--- src/rtl/ffpd_pkg.sv ---
package ffpd_pkg;

    localparam logic [2:0] PH_NAME   = 3'd0;
    localparam logic [2:0] PH_VALUE  = 3'd1;
    localparam logic [2:0] PH_SKIP   = 3'd2;
    localparam logic [2:0] PH_HEX_HI = 3'd3;
    localparam logic [2:0] PH_HEX_LO = 3'd4;
    localparam logic [2:0] PH_DONE   = 3'd5;

    localparam logic [1:0] ST_FOUND      = 2'd0;
    localparam logic [1:0] ST_NOT_FOUND  = 2'd1;
    localparam logic [1:0] ST_BAD_ESCAPE = 2'd2;
    localparam logic [1:0] ST_TOO_LONG   = 2'd3;

    localparam logic [1:0] CFG_KEY_TEXT       = 2'd0;
    localparam logic [1:0] CFG_KEY_LENGTH     = 2'd1;
    localparam logic [1:0] CFG_VALUE_CAPACITY = 2'd2;

    localparam logic [7:0] CH_NUL     = 8'h00;
    localparam logic [7:0] CH_AMP     = 8'h26;
    localparam logic [7:0] CH_EQ      = 8'h3d;
    localparam logic [7:0] CH_PLUS    = 8'h2b;
    localparam logic [7:0] CH_SPACE   = 8'h20;
    localparam logic [7:0] CH_PERCENT = 8'h25;
    localparam logic [7:0] CH_0       = 8'h30;
    localparam logic [7:0] CH_9       = 8'h39;
    localparam logic [7:0] CH_LA      = 8'h61;
    localparam logic [7:0] CH_LF      = 8'h66;
    localparam logic [7:0] CH_UA      = 8'h41;
    localparam logic [7:0] CH_UF      = 8'h46;

    typedef struct packed {
        logic [2:0] phase;
        logic [3:0] name_pos;
        logic       name_mis;
        logic [7:0] bytes_written;
        logic [3:0] high_nibble;
    } t_search;

    typedef struct packed {
        logic       emit;
        logic [7:0] value_byte;
        logic       done;
        logic [1:0] status;
    } t_result;

    // bit 4 set when the byte is a hex digit, bits 3..0 its value
    function automatic logic [4:0] hex_digit(input logic [7:0] c);
        logic [7:0] d;
        logic [4:0] r;
        d = 8'd0;
        r = 5'd0;
        if (c >= CH_0 && c <= CH_9) begin
            d = c - CH_0;
            r = {1'b1, d[3:0]};
        end else if (c >= CH_LA && c <= CH_LF) begin
            d = c - CH_LA + 8'd10;
            r = {1'b1, d[3:0]};
        end else if (c >= CH_UA && c <= CH_UF) begin
            d = c - CH_UA + 8'd10;
            r = {1'b1, d[3:0]};
        end
        return r;
    endfunction

endpackage

--- src/rtl/ffpd_step.sv ---
module ffpd_step (
    input  ffpd_pkg::t_search i_state,
    input  logic [7:0]        i_byte,
    input  logic              i_last,
    input  logic [3:0]        i_key_len,
    input  logic [7:0]        i_key_byte,
    input  logic [7:0]        i_cap,
    output ffpd_pkg::t_search o_state,
    output ffpd_pkg::t_result o_result
);

    ffpd_pkg::t_search n_state;
    ffpd_pkg::t_result n_result;
    logic [4:0]        hex;
    logic              full;

    assign hex  = ffpd_pkg::hex_digit(i_byte);
    assign full = i_state.bytes_written >= i_cap;

    always_comb begin
        n_state  = i_state;
        n_result = '0;
        unique case (i_state.phase)
            ffpd_pkg::PH_NAME: begin
                if (i_byte == ffpd_pkg::CH_NUL) begin
                    n_result.done   = 1'b1;
                    n_result.status = ffpd_pkg::ST_NOT_FOUND;
                end else if (i_byte == ffpd_pkg::CH_AMP) begin
                    n_state.name_pos = 4'd0;
                    n_state.name_mis = 1'b0;
                end else if (i_byte == ffpd_pkg::CH_EQ) begin
                    if (!i_state.name_mis && i_state.name_pos == i_key_len) begin
                        n_state.phase         = ffpd_pkg::PH_VALUE;
                        n_state.bytes_written = 8'd0;
                    end else begin
                        n_state.phase = ffpd_pkg::PH_SKIP;
                    end
                end else if (i_state.name_pos < i_key_len && i_byte == i_key_byte) begin
                    n_state.name_pos = i_state.name_pos + 4'd1;
                end else begin
                    n_state.name_mis = 1'b1;
                end
            end
            ffpd_pkg::PH_SKIP: begin
                if (i_byte == ffpd_pkg::CH_NUL) begin
                    n_result.done   = 1'b1;
                    n_result.status = ffpd_pkg::ST_NOT_FOUND;
                end else if (i_byte == ffpd_pkg::CH_AMP) begin
                    n_state.phase    = ffpd_pkg::PH_NAME;
                    n_state.name_pos = 4'd0;
                    n_state.name_mis = 1'b0;
                end
            end
            ffpd_pkg::PH_VALUE: begin
                if (i_byte == ffpd_pkg::CH_NUL || i_byte == ffpd_pkg::CH_AMP) begin
                    n_result.done   = 1'b1;
                    n_result.status = ffpd_pkg::ST_FOUND;
                end else if (i_byte == ffpd_pkg::CH_PERCENT) begin
                    n_state.phase = ffpd_pkg::PH_HEX_HI;
                end else if (full) begin
                    n_result.done   = 1'b1;
                    n_result.status = ffpd_pkg::ST_TOO_LONG;
                end else begin
                    n_result.emit       = 1'b1;
                    n_result.value_byte = (i_byte == ffpd_pkg::CH_PLUS) ?
                                          ffpd_pkg::CH_SPACE : i_byte;
                    n_state.bytes_written = i_state.bytes_written + 8'd1;
                end
            end
            ffpd_pkg::PH_HEX_HI: begin
                if (!hex[4]) begin
                    n_result.done   = 1'b1;
                    n_result.status = ffpd_pkg::ST_BAD_ESCAPE;
                end else begin
                    n_state.high_nibble = hex[3:0];
                    n_state.phase       = ffpd_pkg::PH_HEX_LO;
                end
            end
            ffpd_pkg::PH_HEX_LO: begin
                if (!hex[4]) begin
                    n_result.done   = 1'b1;
                    n_result.status = ffpd_pkg::ST_BAD_ESCAPE;
                end else if (full) begin
                    n_result.done   = 1'b1;
                    n_result.status = ffpd_pkg::ST_TOO_LONG;
                end else begin
                    n_result.emit         = 1'b1;
                    n_result.value_byte   = {i_state.high_nibble, hex[3:0]};
                    n_state.bytes_written = i_state.bytes_written + 8'd1;
                    n_state.phase         = ffpd_pkg::PH_VALUE;
                end
            end
            default: begin
            end
        endcase

        // end of body closes any open search
        if (i_last && !n_result.done && n_state.phase != ffpd_pkg::PH_DONE) begin
            n_result.done = 1'b1;
            if (n_state.phase == ffpd_pkg::PH_VALUE) begin
                n_result.status = ffpd_pkg::ST_FOUND;
            end else if (n_state.phase == ffpd_pkg::PH_HEX_HI ||
                         n_state.phase == ffpd_pkg::PH_HEX_LO) begin
                n_result.status = ffpd_pkg::ST_BAD_ESCAPE;
            end else begin
                n_result.status = ffpd_pkg::ST_NOT_FOUND;
            end
        end
        if (n_result.done) begin
            n_state.phase = ffpd_pkg::PH_DONE;
        end
        if (i_last) begin
            n_state       = '0;
            n_state.phase = ffpd_pkg::PH_NAME;
        end
    end

    assign o_state  = n_state;
    assign o_result = n_result;

endmodule

--- src/rtl/form_field_percent_decoder.sv ---
// channel   direction  tdata          tuser / tlast                         handshake
// s_axis    in         form_byte      tlast = last_byte                     tvalid/tready
// m_axis    out        value_byte     tuser = byte_valid, search_done,      tvalid/tready
//                                     status (low bit up)
// cfg       in         i_cfg_data     i_cfg_index selects the register      valid/ready
//
// one form byte per cycle sustained while m_axis is not stalled; a byte is held in the input register,
// then the step logic updates the search state and loads the result register
// a byte that causes no result still passes through both stages
// synchronous active-low reset clears the search state and valid flags and sets the register defaults
// a stalled m_axis holds the result register and the input register, then s_axis
// the cfg channel is always ready
module form_field_percent_decoder #(
    parameter int KEY_BYTES       = 8,
    parameter int MAX_VALUE_BYTES = 255
) (
    input  logic        i_clk,
    input  logic        i_rst_n,

    input  logic        s_axis_tvalid,
    output logic        s_axis_tready,
    input  logic [7:0]  s_axis_tdata,   // form_byte
    input  logic        s_axis_tlast,

    output logic        m_axis_tvalid,
    input  logic        m_axis_tready,
    output logic [7:0]  m_axis_tdata,   // value_byte
    output logic [3:0]  m_axis_tuser,   // byte_valid, search_done, status[1:0]

    input  logic        i_cfg_valid,
    output logic        o_cfg_ready,
    input  logic [1:0]  i_cfg_index,
    input  logic [63:0] i_cfg_data
);

    logic [7:0]        r_key [KEY_BYTES];
    logic [3:0]        r_key_len;
    logic [7:0]        r_cap;

    logic              r_in_valid;
    logic [7:0]        r_in_byte;
    logic              r_in_last;

    ffpd_pkg::t_search r_state;
    ffpd_pkg::t_search n_state;
    ffpd_pkg::t_result n_result;

    logic              r_out_valid;
    logic [7:0]        r_out_byte;
    logic [3:0]        r_out_user;

    logic              advance;
    logic [3:0]        klen;
    logic [7:0]        cap;
    logic [7:0]        key_byte;

    assign advance       = r_in_valid && (!r_out_valid || m_axis_tready);
    assign s_axis_tready = !r_in_valid || advance;
    assign o_cfg_ready   = 1'b1;

    assign klen = (r_key_len > 4'(KEY_BYTES)) ? 4'(KEY_BYTES) : r_key_len;
    assign cap  = (r_cap > 8'(MAX_VALUE_BYTES)) ? 8'(MAX_VALUE_BYTES) : r_cap;

    always_comb begin
        key_byte = 8'd0;
        for (int i = 0; i < KEY_BYTES; i++) begin
            if (r_state.name_pos == 4'(i)) begin
                key_byte = r_key[i];
            end
        end
    end

    ffpd_step u_step (
        .i_state    (r_state),
        .i_byte     (r_in_byte),
        .i_last     (r_in_last),
        .i_key_len  (klen),
        .i_key_byte (key_byte),
        .i_cap      (cap),
        .o_state    (n_state),
        .o_result   (n_result)
    );

    // configuration registers
    always_ff @(posedge i_clk) begin
        if (!i_rst_n) begin
            for (int i = 0; i < KEY_BYTES; i++) begin
                r_key[i] <= 8'd0;
            end
            r_key_len <= 4'd4;
            r_cap     <= 8'd32;
        end else if (i_cfg_valid && o_cfg_ready) begin
            case (i_cfg_index)
                ffpd_pkg::CFG_KEY_TEXT: begin
                    for (int i = 0; i < KEY_BYTES; i++) begin
                        r_key[i] <= i_cfg_data[8*i +: 8];
                    end
                end
                ffpd_pkg::CFG_KEY_LENGTH:     r_key_len <= i_cfg_data[3:0];
                ffpd_pkg::CFG_VALUE_CAPACITY: r_cap     <= i_cfg_data[7:0];
                default: begin
                end
            endcase
        end
    end

    // input register
    always_ff @(posedge i_clk) begin
        if (!i_rst_n) begin
            r_in_valid <= 1'b0;
        end else if (s_axis_tready) begin
            r_in_valid <= s_axis_tvalid;
        end
    end

    always_ff @(posedge i_clk) begin
        if (s_axis_tready && s_axis_tvalid) begin
            r_in_byte <= s_axis_tdata;
            r_in_last <= s_axis_tlast;
        end
    end

    // search state
    always_ff @(posedge i_clk) begin
        if (!i_rst_n) begin
            r_state       <= '0;
            r_state.phase <= ffpd_pkg::PH_NAME;
        end else if (advance) begin
            r_state <= n_state;
        end
    end

    // result register
    always_ff @(posedge i_clk) begin
        if (!i_rst_n) begin
            r_out_valid <= 1'b0;
        end else if (advance) begin
            r_out_valid <= n_result.emit || n_result.done;
        end else if (m_axis_tready) begin
            r_out_valid <= 1'b0;
        end
    end

    always_ff @(posedge i_clk) begin
        if (advance) begin
            r_out_byte <= n_result.value_byte;
            r_out_user <= {n_result.status, n_result.done, n_result.emit};
        end
    end

    assign m_axis_tvalid = r_out_valid;
    assign m_axis_tdata  = r_out_byte;
    assign m_axis_tuser  = r_out_user;

endmodule

--- config.mk ---
export PLATFORM = sky130hd
export DESIGN_NAME = form_field_percent_decoder
export DESIGN_NICKNAME = d
export VERILOG_FILES = /design/src/rtl/ffpd_pkg.sv /design/src/rtl/ffpd_step.sv /design/src/rtl/form_field_percent_decoder.sv
export SDC_FILE = /design/constraint.sdc
export NUM_CORES = 1
export LEC_CHECK = 0
export ABC_AREA = 0
export CORE_UTILIZATION = 60
export CTS_CLUSTER_DIAMETER = 40
export DETAILED_ROUTE_END_ITERATION = 8
export DONT_BUFFER_PORTS = 1
export MAX_ROUTING_LAYER = met4
export PLACE_DENSITY = 0.76
export SYNTH_ARGS = -nofsm -noshare
export SYNTH_HDL_FRONTEND = slang
export SYNTH_SLANG_ARGS = --single-unit
export TNS_END_PERCENT = 10
--- constraint.sdc ---
create_clock -name i_clk -period 6.3 [get_ports i_clk]
set_input_delay 0.63 -clock i_clk [delete_from_list [all_inputs] [get_ports i_clk]]
set_output_delay 0.63 -clock i_clk [all_outputs]
set_load 0.01 [all_outputs]
After elaboration in Yosys (flattened, before gate mapping) --
Memory sizes are Yosys's and may differ from the RTL's. Index checks and enable logic that the tools add are counted.
Cells by class: add/sub/neg operators 7, order comparisons 10, eq/ne operators 35, mux-type cells 73, bitwise gates (word level) 8, reduce and logical (&&, ||, !) cells 34
Operators with widths (number):
- $mux W8 | 27
- $mux W3 | 14
- $mux W9 | 4
- $eq A8 B6 Y1 const B | 4
- $mux W5 | 5
- $pmux W8 S3 | 1
- $mux W20 | 1
- $ne A3 B3 Y1 const B | 6
- $pmux W9 S2 | 1
- $eq A4 B3 Y1 const B | 4
- $ge A8 B7 Y1 const B | 2
- $le A8 B7 Y1 const B | 2
- $mux W16 | 1
- $mux W4 | 4
- $pmux W3 S5 | 1
- $reduce_and A7 Y1 | 2
- $mux W12 | 1
- $ne A3 B2 Y1 const B | 4
- $pmux W3 S4 | 1
- $sub A4 B1 Y4 const B | 3
- $pmux W5 S2 | 1
- $eq A3 B2 Y1 const B | 3
- $logic_and A1 B1 Y1 | 9
- $reduce_and A9 Y1 | 1
- other kinds (34) | 65
Word-level totals: bits in registers 55, memory bits (writable) 64, word-level logic and storage cells 181, memories kept 1
Memory list:
- r_key | depth 8, bits a word 8, read ports 8, clocked after Yosys merged registers in 0, write ports 8, RTL line form_field_percent_decoder.sv:36 | logic [7:0] r_key [KEY_BYTES];

Longest topological paths before layout --
Gate-level depths: netlist of run 1.
depth after elaboration 23, gate-level depth with buffers 13, gate-level depth less buffers 12

Cells and area by module --
Synthesis of run 1 repeated with hierarchy kept, for this count alone.
Second synthesis, totals: cell total of the unflattened synthesis 617, area total of the unflattened synthesis 6789.0 µm²
By module, submodules not included:
- form_field_percent_decoder | times used 1, cells each 354, area an instance 4971.0 µm²
- ffpd_step | times used 1, cells each 263, area an instance 1818.0 µm²

Worst setup path before layout of run 1 --
Ideal clock, no wire load.
path kind input -> register, from input i_cfg_index[0], to memory r_key[0][0], enable pin, data arrival time 5.282 ns, required time 5.726 ns, path slack 0.444 ns, stages 2, path buffers 0, path through nand2b_1 o21ai_0
RTL lines:
- from (decl) | RTL line form_field_percent_decoder.sv:32 | input logic [1:0] i_cfg_index,
- to (decl) | RTL line form_field_percent_decoder.sv:36

Worst setup path in the final report of run 1 --
from register r_state[13] in the netlist's numbering, to register r_state[15] in the netlist's numbering
On the way: word-level cells in the longest chain between the ends 13, elaborated cells between the ends (all ways) 28, classes of those cells add/sub: 1; order compare: 1; eq/ne: 9; mux: 14; reduce/logical: 3
Ends and longest elaborated chain:
- from (decl) | RTL line form_field_percent_decoder.sv:44 | ffpd_pkg::t_search r_state;
- from (signal assigned) | RTL line form_field_percent_decoder.sv:129 | r_state <= n_state;
- $logic_not A4 Y1 | RTL line form_field_percent_decoder.sv:67 | if (r_state.name_pos == 4'(i)) begin
- $mux W8 (8 in series) | RTL line form_field_percent_decoder.sv:67
- $eq A8 B8 Y1 | RTL line ffpd_step.sv:38 | end else if (i_state.name_pos < i_key_len && i_byte == i_key_byte) begin
- $logic_and A1 B1 Y1 | RTL line ffpd_step.sv:38
- $ne A4 B2 Y1 (no line)
- $reduce_and A7 Y1 (no line)
Several ways; a longest one is shown, not always the timed one. The select of a mux whose other input is x is not followed. A chain may end at the register's enable or synchronous reset.

==> results of run 1 <==
-- worst max-delay path, cell delays in order (launching register included) --
cell                        delay [ns]
sky130_fd_sc_hd__dfxtp_1          0.35
sky130_fd_sc_hd__inv_1            0.14
sky130_fd_sc_hd__ha_1             0.88
sky130_fd_sc_hd__nor3b_1          0.15
sky130_fd_sc_hd__o311ai_0         0.47
sky130_fd_sc_hd__o21ai_1          0.15
sky130_fd_sc_hd__xnor2_1          0.17
sky130_fd_sc_hd__o2111ai_1        0.14
sky130_fd_sc_hd__a211o_1          0.33
sky130_fd_sc_hd__o31ai_4          0.32
sky130_fd_sc_hd__o21ai_1          0.13
sky130_fd_sc_hd__a32o_1           0.30
-- cell families after synthesis --
family	synth area share (%)
xor+xnor	1.764
mux	2.015
flops	50.08
other cells	0.05808
buf+inv	4.225
compound gates	16.38
simple gates	21.22
fa+ha+maj	4.264
-- area by class of cell --
type                       instances  share of cell area (%)
tap                              136                   2.398
sequential                       119                   45.56
inverter                          31                   1.640
timing repair buffer               2                  0.2116
multi-input combinational        450                   41.80
clock inverter                    14                   2.504
clock buffer                      18                   5.889
-- per-layer routing --
metal | GRT usage (%) | vias to the layer above | routed length [um] | part of all wire, %
met5 | - | - | 0 | 0
li1 | - | 2274 | - | -
met4 | 12.60 | 0 | 293 | 2.0
met1 | 40.29 | 2255 | 6760 | 46
met2 | 41.50 | 217 | 6600 | 45
met3 | 7.050 | 26 | 1136 | 7.7
-- stage by stage --
stage,utilization [%],std cells,power [mW]
CTS,68.44,770,2.016
global route,68.44,770,2.063
detailed placement,62.69,738,1.051
finish,68.44,770,2.004
global placement,62.69,738,1.050
floorplan,-,636,1.021
-- placed cells by master (no fill, tap or decap), types with 22 or more instances in the layout --
master,n
sky130_fd_sc_hd__a21oi_1,35
sky130_fd_sc_hd__and2_1,68
sky130_fd_sc_hd__dfxtp_1,34
sky130_fd_sc_hd__edfxtp_1,85
sky130_fd_sc_hd__ha_1,22
sky130_fd_sc_hd__inv_1,31
sky130_fd_sc_hd__nand2_1,49
sky130_fd_sc_hd__nor2_1,37
sky130_fd_sc_hd__nor2b_1,25
sky130_fd_sc_hd__o21ai_0,31
-- power groups by stage --
stage	sequential, mW	combinational [mW]	clock, mW
finish	0.921	0.119	0.964
detailed placement	0.935	0.116	0
floorplan	0.921	0.101	0
global route	0.925	0.132	1.01
CTS	0.921	0.118	0.978
global placement	0.937	0.113	0
-- flip-flops by register name, indices dropped and copies added, names as in the netlist --
signal	flops
r_cap	8
r_state	20
r_key	64
r_in_valid	1
r_in_byte	8
r_key_len	4
m_axis_tvalid	1
m_axis_tdata	8
r_in_last	1
m_axis_tuser	4
-- worst paths after layout --
| path | to | cells past startpoint |
|---|---|---|
| max | r_state[15] | 11 |
| min | r_key_len[2] | 1 |
| max reg2reg | r_state[15] | 11 |
| min reg2reg | r_state[12] | 2 |
==> run summary, run 1 <==
In this run, the number of DRC markers left after iteration 0 of detailed routing was 411. The number of resized instances in the post-cts repair step came out at 0. The clock network power share came out at between 40% and 50%.

In this run, CTS created clock tree buffers numbering 17. The total die area came out at between 10000 and 15000 um^2. The final period demand of the worst path is between 3 and 4 ns. The proportion of total power due to net switching is between 20% and 30%.

Setup repair after global routing left no endpoint under its margin. The achievable clock frequency came out at about 270 MHz. The final number of hold-violating endpoints is 0. The async set-reset flop share out of synthesis is 0%. Entering global routing, the biggest net connects 65 pins. The total I/O pin count came out at 95. The top cell type's share of synthesized area came out at roughly 40%. The worst setup slack after layout came out at 2.630 ns.

By instance count, the leading cell after synthesis is sky130_fd_sc_hd__edfxtp_1. In this run the horizontal extent of the chip is around 110 um. CTS saw roughly 120 sinks. The number of library cell types mapped by synthesis is 73. Counting every instance in the synthesized netlist gives between 600 and 700.

In this run the core area contains 37 standard-cell rows. The share of final-layout standard cells stronger than drive strength 1 came out at under 10%. The final clock period utilization by the worst path is approximately three fifths. The longest clock path from root to sink contains 2 buffers. Sequential elements use approximately half of the synthesized area. The number of inserted diodes came out at 0. Cell internal power was estimated by the tool at 1.541 mW. The flow ran to the end, and the final reports show no timing, DRC or antenna violations.

The area growth from synthesis to final layout came out at 9.923%. IR analysis of the VDD net gives a maximum drop of 0.2601 mV. The total of buffers placed on input and output ports is 0. The net count of the finished layout came out at between 700 and 800.

The leakage power total is between 2 and 3 nW. The root buffer selected by CTS is sky130_fd_sc_hd__clkbuf_8. In this run the register-to-register setup slack is roughly 2.6 ns. The worst setup path is launched from a register.

The DRC violation count after routing is 0. The routed length per placed instance came out at about 19 um. The number of setup violations in the final report is 0. Summed over all layers, the global routing overflow is 0.

The residual antenna-violating net count after detailed routing is 0. The final design area excluding fillers is 7097 um^2. Counting instances in the post-synthesis netlist gives the leading cell types as sky130_fd_sc_hd__edfxtp_1 (85), sky130_fd_sc_hd__and2_1 (68), sky130_fd_sc_hd__nand2_1 (49). The buffer count from post-CTS setup fixing came out at 0. The switching power came out at 0.4635 mW. The HPWL after detailed placement is 10.02 mm.

The worst-skew pair later-pin latency came out at ~0.53 ns. The global-route wire length before repair is 23.92 mm. The worst path required time came out at between 6 and 7 ns. The number of enable flip-flop cells after synthesis is 85. The sequential cell fraction of total power came out at ~46%. The most used flip-flop cell after synthesis is sky130_fd_sc_hd__edfxtp_1. Summing over every cut layer, the via total after detailed routing is between 4k and 5k.

The netlist area before placement came out at about 6500 um^2. The number of vias per cell after detailed routing came out at just over 6. The number of antenna violations at the first check in global routing came out at 0. The clock input transition at the sequential cells of the worst setup and hold paths is 0.06 ns.

The class of the tightest hold or removal check is input port to register. The combined area of the multi-input logic cells came out at 2967 um^2. For the final routed database, the setup TNS stands at 0 ns. Counting every net in the synthesized netlist gives ~740.

In this run the worst path has a maximum fanout of 31. The final estimated routing congestion in global placement is around 0.85. The tightest slew margin relative to the limit is 26.71%. Sorting the synthesized cells by area gives the leading types as sky130_fd_sc_hd__edfxtp_1 (40%), sky130_fd_sc_hd__dfxtp_1 (11%), sky130_fd_sc_hd__and2_1 (6.6%). The area of all sequential standard cells is 3233 um^2. TritonCTS built the clock tree. Summed over all layers, the routed wires come to 14.79 mm. The initial standard-cell utilization of the core came out at a little over 60%. The first detailed-routing pass ran for 5 iterations. The worst setup path is of the register to register kind. The transition time of the tightest slew-check pin came out at 1.099 ns.

The first element of the critical path is r_state[13]. STA classifies the critical path endpoint as a register. The final worst clock skew is a little over 0.007 ns. The combinational group share of total power came out at 5.9%.

The total global routing track utilization came out at 29.34%. The number of levels the H-tree was split into came out at 4. After detailed placement, the total cell area comes to between 6000 and 7000 um^2. The filler cells instantiated in the layout total approximately 800.

The worst path arrival time is just over 4 ns. The startpoint of the lowest-slack register-to-register path is r_state[13]. The number of global-route vias before repair came to between 4k and 5k. The placement-stage worst setup slack is between 2 and 3 ns. The synthesis-stage register bit count came out at 119. In this run, post-CTS hold repair placed 0 buffers. The number of max-capacitance violations reported is 0. The number of pins with negative max-slew slack in the final report came out at 0. The die is 105.7 um tall.

The core region is approximately 10000 um^2. The cell type with the largest total area after synthesis is sky130_fd_sc_hd__edfxtp_1. The tightest hold path in the finished design has a slack of between 0.15 and 0.2 ns. Dividing the synthesized area by the synthesized cell count gives about 10 um^2. The power density over cell area came out at about 280 nW/um^2. The start point of the worst min-delay path is i_rst_n. The yosys synthesis warning count is 0.
Power figures use the tool's default switching activity.
==> inputs of run 2 (changes only) <==
ABC_AREA = 1   (was 0)
CORE_UTILIZATION = 58   (was 60)
clock period = 3.34 ns   (was 6.3 ns; I/O delays follow)
==> run summary, run 2 <==
The clock network power share was 48.0% (about the same). The net count of the mapped netlist is 923 (+25%). The total die area came to 11820 um^2 (+5.7%). The combinational group share of total power came to 8.4% (+2.5 points). The total placed cells including tap cells came to 942 (+28%). The most common cell in the synthesized netlist is sky130_fd_sc_hd__nand2_1. The cell type with the largest total area after synthesis is sky130_fd_sc_hd__edfxtp_1. The placement-stage worst setup slack is 0.4852 ns (-2.261 ns).

The netlist area before placement was 6605 um^2 (+2.3%). Setup repair after global routing left no endpoint under its margin. The clock input transition at the sequential cells of the worst setup and hold paths came out at 0.06 ns (about the same). The cell count after synthesis is 821 (+29%). The maximum count of clock buffers along a single path is 2 (unchanged).

The final number of hold-violating endpoints is 0 (unchanged). The number of inserted diodes came out at 0 (unchanged). The area of placed instances is 6669 um^2 (+2.6%). The total of buffers placed on input and output ports came to 0 (unchanged). The power after layout is 3.953 mW (+97%). The standard cell core area came out at 10980 um^2 (+5.9%). The final period demand of the worst path came out at 2.956 ns (-0.7142 ns). By count the netlist is led by sky130_fd_sc_hd__nand2_1 (173), sky130_fd_sc_hd__inv_1 (157), sky130_fd_sc_hd__nor2_1 (107). The worst-skew pair later-pin latency is 0.42 ns (-0.11 ns).

The total global routing track utilization is 26.91% (-2.4 points). The row count came out at 38 (+2.7%). The sequential cell fraction of total power is 43.7% (-2.3 points). The pin count of the biggest net entering global routing is 65 (unchanged).

The tightest slew margin relative to the limit came out at 45.75% (+19 points). The final worst clock skew came to 0.006426 ns (-0.0007893 ns). The worst setup path is of the register to register kind. The number of max-capacitance violations reported was 0 (unchanged). In this run the critical register-to-register path is launched from r_state[15]. The kind of cell with the highest combined delay along the critical path is simple AND/OR/NAND/NOR gates. The instance count along the most critical hold path came out at 1 (unchanged). The worst path required time came out at 3.63 ns (-3.09 ns). The routed length per placed instance came out at 14.72 um (-23%).

The number of pins with negative max-slew slack in the final report was 0 (unchanged). The terminating pin of the worst hold path is r_cap[5]. The number of buffer and inverter stages on the critical path came out at 1 (unchanged).

The biggest cell delay along the critical path was 0.46 ns (-0.42 ns). r_key holds more flip-flops than any other register. The async set-reset flop share out of synthesis is 0% (unchanged). The number of enable flip-flop cells after synthesis came out at 85 (unchanged).

The switching power is 0.9303 mW (+100%). The TritonCTS buffer count came out at 17 (unchanged). The worst hold slack came out at 0.03002 ns (-0.1494 ns). The number of sinks handled by clock tree synthesis is 119 (unchanged). The initial standard-cell utilization of the core is 60.14% (-2.1 points). The number of levels the H-tree was split into is 4 (unchanged).

The achievable clock frequency came to 338.3 MHz (+24%). The final design area excluding fillers came out at 7370 um^2 (+3.8%). The top cell type's share of synthesized area came to 38.64% (-0.89 points). The accumulated negative setup slack is 0 ns (unchanged).

The yosys synthesis warning count is 0 (unchanged). The number of antenna violations at the first check in global routing came out at 0 (unchanged). On the critical path, the stage with the largest delay is an instance of sky130_fd_sc_hd__nor2_4. Yosys attributes the largest share of cell area to sky130_fd_sc_hd__edfxtp_1 (39%), sky130_fd_sc_hd__dfxtp_1 (10%), sky130_fd_sc_hd__nand2_1 (9.8%). The end-of-flow core utilization is 67.10% (-1.3 points).

For this run, the leading register cell type out of synthesis is sky130_fd_sc_hd__edfxtp_1. The number of library cell types mapped by synthesis is 47 (-36%). The detailed placer's ending HPWL was 10.33 mm (+3.1%).

The residual antenna-violating net count after detailed routing is 0 (unchanged). In the layout the commonest cells are sky130_fd_sc_hd__nand2_1 (173), sky130_fd_sc_hd__inv_1 (157), sky130_fd_sc_hd__nor2_1 (107), sky130_fd_sc_hd__edfxtp_1 (85), sky130_fd_sc_hd__nand3_1 (63). The proportion of total power due to net switching was 23.53% (+0.41 points). The flow ran to the end, and the final reports show no timing, DRC or antenna violations. The number of vias per cell after detailed routing came to 5.332 (-14%).

The start point of the worst min-delay path is i_rst_n. The internal power contribution is 3.022 mW (+96%). The transition time of the tightest slew-check pin is 0.8138 ns (-0.2857 ns). The area growth from synthesis to final layout came out at 11.57%. TritonCTS built the clock tree.

The top fanout value on the critical path came out at 21 (-32%). The type of destination of the critical path is a register. The number of global-route vias before repair came out at 5020 (+10%). The worst reg-to-reg path cell count came out at 16 (+5). The leakage power total is 3.408 nW (+31%).

The final clock period utilization by the worst path was 88.49% (+30 points). The horizontal extent of the die came out at 108.7 um (+2.8%). The total global routing overflow is 0 (unchanged). The endpoint identified for the worst register-to-register timing path is r_state[15].

The slack of the worst reg-to-reg path is 0.38 ns (-2.25 ns). The iteration-0 DRC count of the detailed router is 392 (-4.6%). In the final layout, the registers with the most flip-flops are r_key x64, r_state x20. The power density over cell area is 536.4 nW/um^2 (+90%). The number of flip-flops in the largest register is 64 (unchanged).

The critical path launch point type is a register. The total routed wirelength came to 14.45 mm (-2.3%). The height of the die was 108.7 um (+2.8%). The worst hold path belongs to the class input port to register. The number of search-and-repair iterations in the first detailed-routing pass is 5 (unchanged).

The global-route wire length before repair came to 23.40 mm (-2.2%). The peak ir drop on the vdd network came out at 0.5628 mV (+120%). The post-synthesis sequential area ratio came to 48.95% (-1.1 points). The count of placed standard cells in the final layout, fillers left out came out at 982 (+28%). The post-synthesis average cell area is 8.045 um^2 (-21%). The detailed-route via count came out at 5236 (+9.7%). The total I/O pin count came out at 95 (unchanged). The DRC violation count after routing came out at 0 (unchanged).

The share of final-layout standard cells stronger than drive strength 1 is 8.432% (+1.0 points). The worst path arrival time is 3.24 ns (-0.85 ns). The net count of the finished layout was 932 (+29%).

The most numerous cell type found on the critical path is sky130_fd_sc_hd__nand2_1. The final estimated routing congestion in global placement came to 0.9224 (+8.5%). The worst setup slack after layout is 0.3844 ns (-2.246 ns). The buffer count from post-CTS setup fixing is 0 (unchanged). The synthesis-stage register bit count was 119 (unchanged).

The number of setup violations in the final report is 0 (unchanged). The tree is rooted in a sky130_fd_sc_hd__clkbuf_16. Walking the worst path, the cells encountered are nor2_4, nand2_1, o21ai_0, inv_1, nand2_1, nand4_1, nand2_1, nand2_1, nand3_1, nand2_1, nor2_2, nand3_2, nand2_4, nand2_4, nand2_1, a21oi_1.

The library cell used most frequently in the layout, excluding fill and tap cells, is sky130_fd_sc_hd__nand2_1.
-- run 2: changes by cell type after synthesis, moves of 13 or more --
cell	change
sky130_fd_sc_hd__and2_1	-68
sky130_fd_sc_hd__clkbuf_1	-15
sky130_fd_sc_hd__inv_1	+126
sky130_fd_sc_hd__mux2i_1	-13
sky130_fd_sc_hd__nand2_1	+124
sky130_fd_sc_hd__nand3_1	+52
sky130_fd_sc_hd__nor2_1	+70
sky130_fd_sc_hd__nor2b_1	-25
-- run 2: cells by family (layout without fill, tap and decap cells) --
kind of cell	Yosys count	count (layout)	share of synthesized area, %
other	1	1	0.05677
flip-flops	119	119	48.95
AO/OA/AOI/OAI	84	84	7.236
XOR/XNOR	8	8	1.061
adder cells (fa/ha/maj)	22	22	4.167
AND/OR/NAND/NOR	400	400	26.92
buffers and inverters	187	208	11.61
-- run 2: area by class of cell --
class                   instances  area (um^2)
inverters                     165        619.3
fillers                       889         3613
well taps                     140        175.2
flip-flops and latches        119         3233
repair buffers                 12        112.6
clock inverters                13        181.4
multi-input cells             515         2619
clock buffers                  18        429.2
-- run 2: layer usage --
metal  share of wire, %  wire [um]  vias to the layer above  GRT usage [%]
met3                6.1        888                       22          7.233
met2                 47       6731                      180          42.59
met1                 46       6644                     2401          33.40
met5                  0          0                        -              -
met4                1.3        189                        0          8.977
li1                   -          -                     2633              -
-- run 2: worst max path at each step --
stage | start | to | slack, ns | depth (start not counted)
finish | r_state[15] | r_state[15] | 0.38 | 16
CTS | r_state[15] | r_state[14] | 0.42 | 16
global placement | r_state[15] | r_state[14] | 0.63 | 16
detailed placement | r_state[15] | r_state[15] | 0.49 | 16
floorplan | i_cfg_valid | r_key[0][0] | 0.87 | 2
global route | r_state[15] | r_state[15] | 0.17 | 15
-- run 2: power by group through the flow --
stage          Combinational, mW  Clock [mW]  Sequential [mW]
2_1_floorplan              0.251           0             1.74
3_3_place_gp               0.305           0             1.76
3_5_place_dp               0.316           0             1.75
4_1_cts                    0.328        1.92             1.73
5_1_grt                    0.374        2.00             1.73
6_report                   0.330        1.90             1.73
-- run 2: what timing repair did --
action | in CTS | in global routing
hold endpoints to repair | 9 | 0
endpoints found under the setup margin | 0 | 0
hold buffers | 9 | 0
resized for setup | 0 | 0
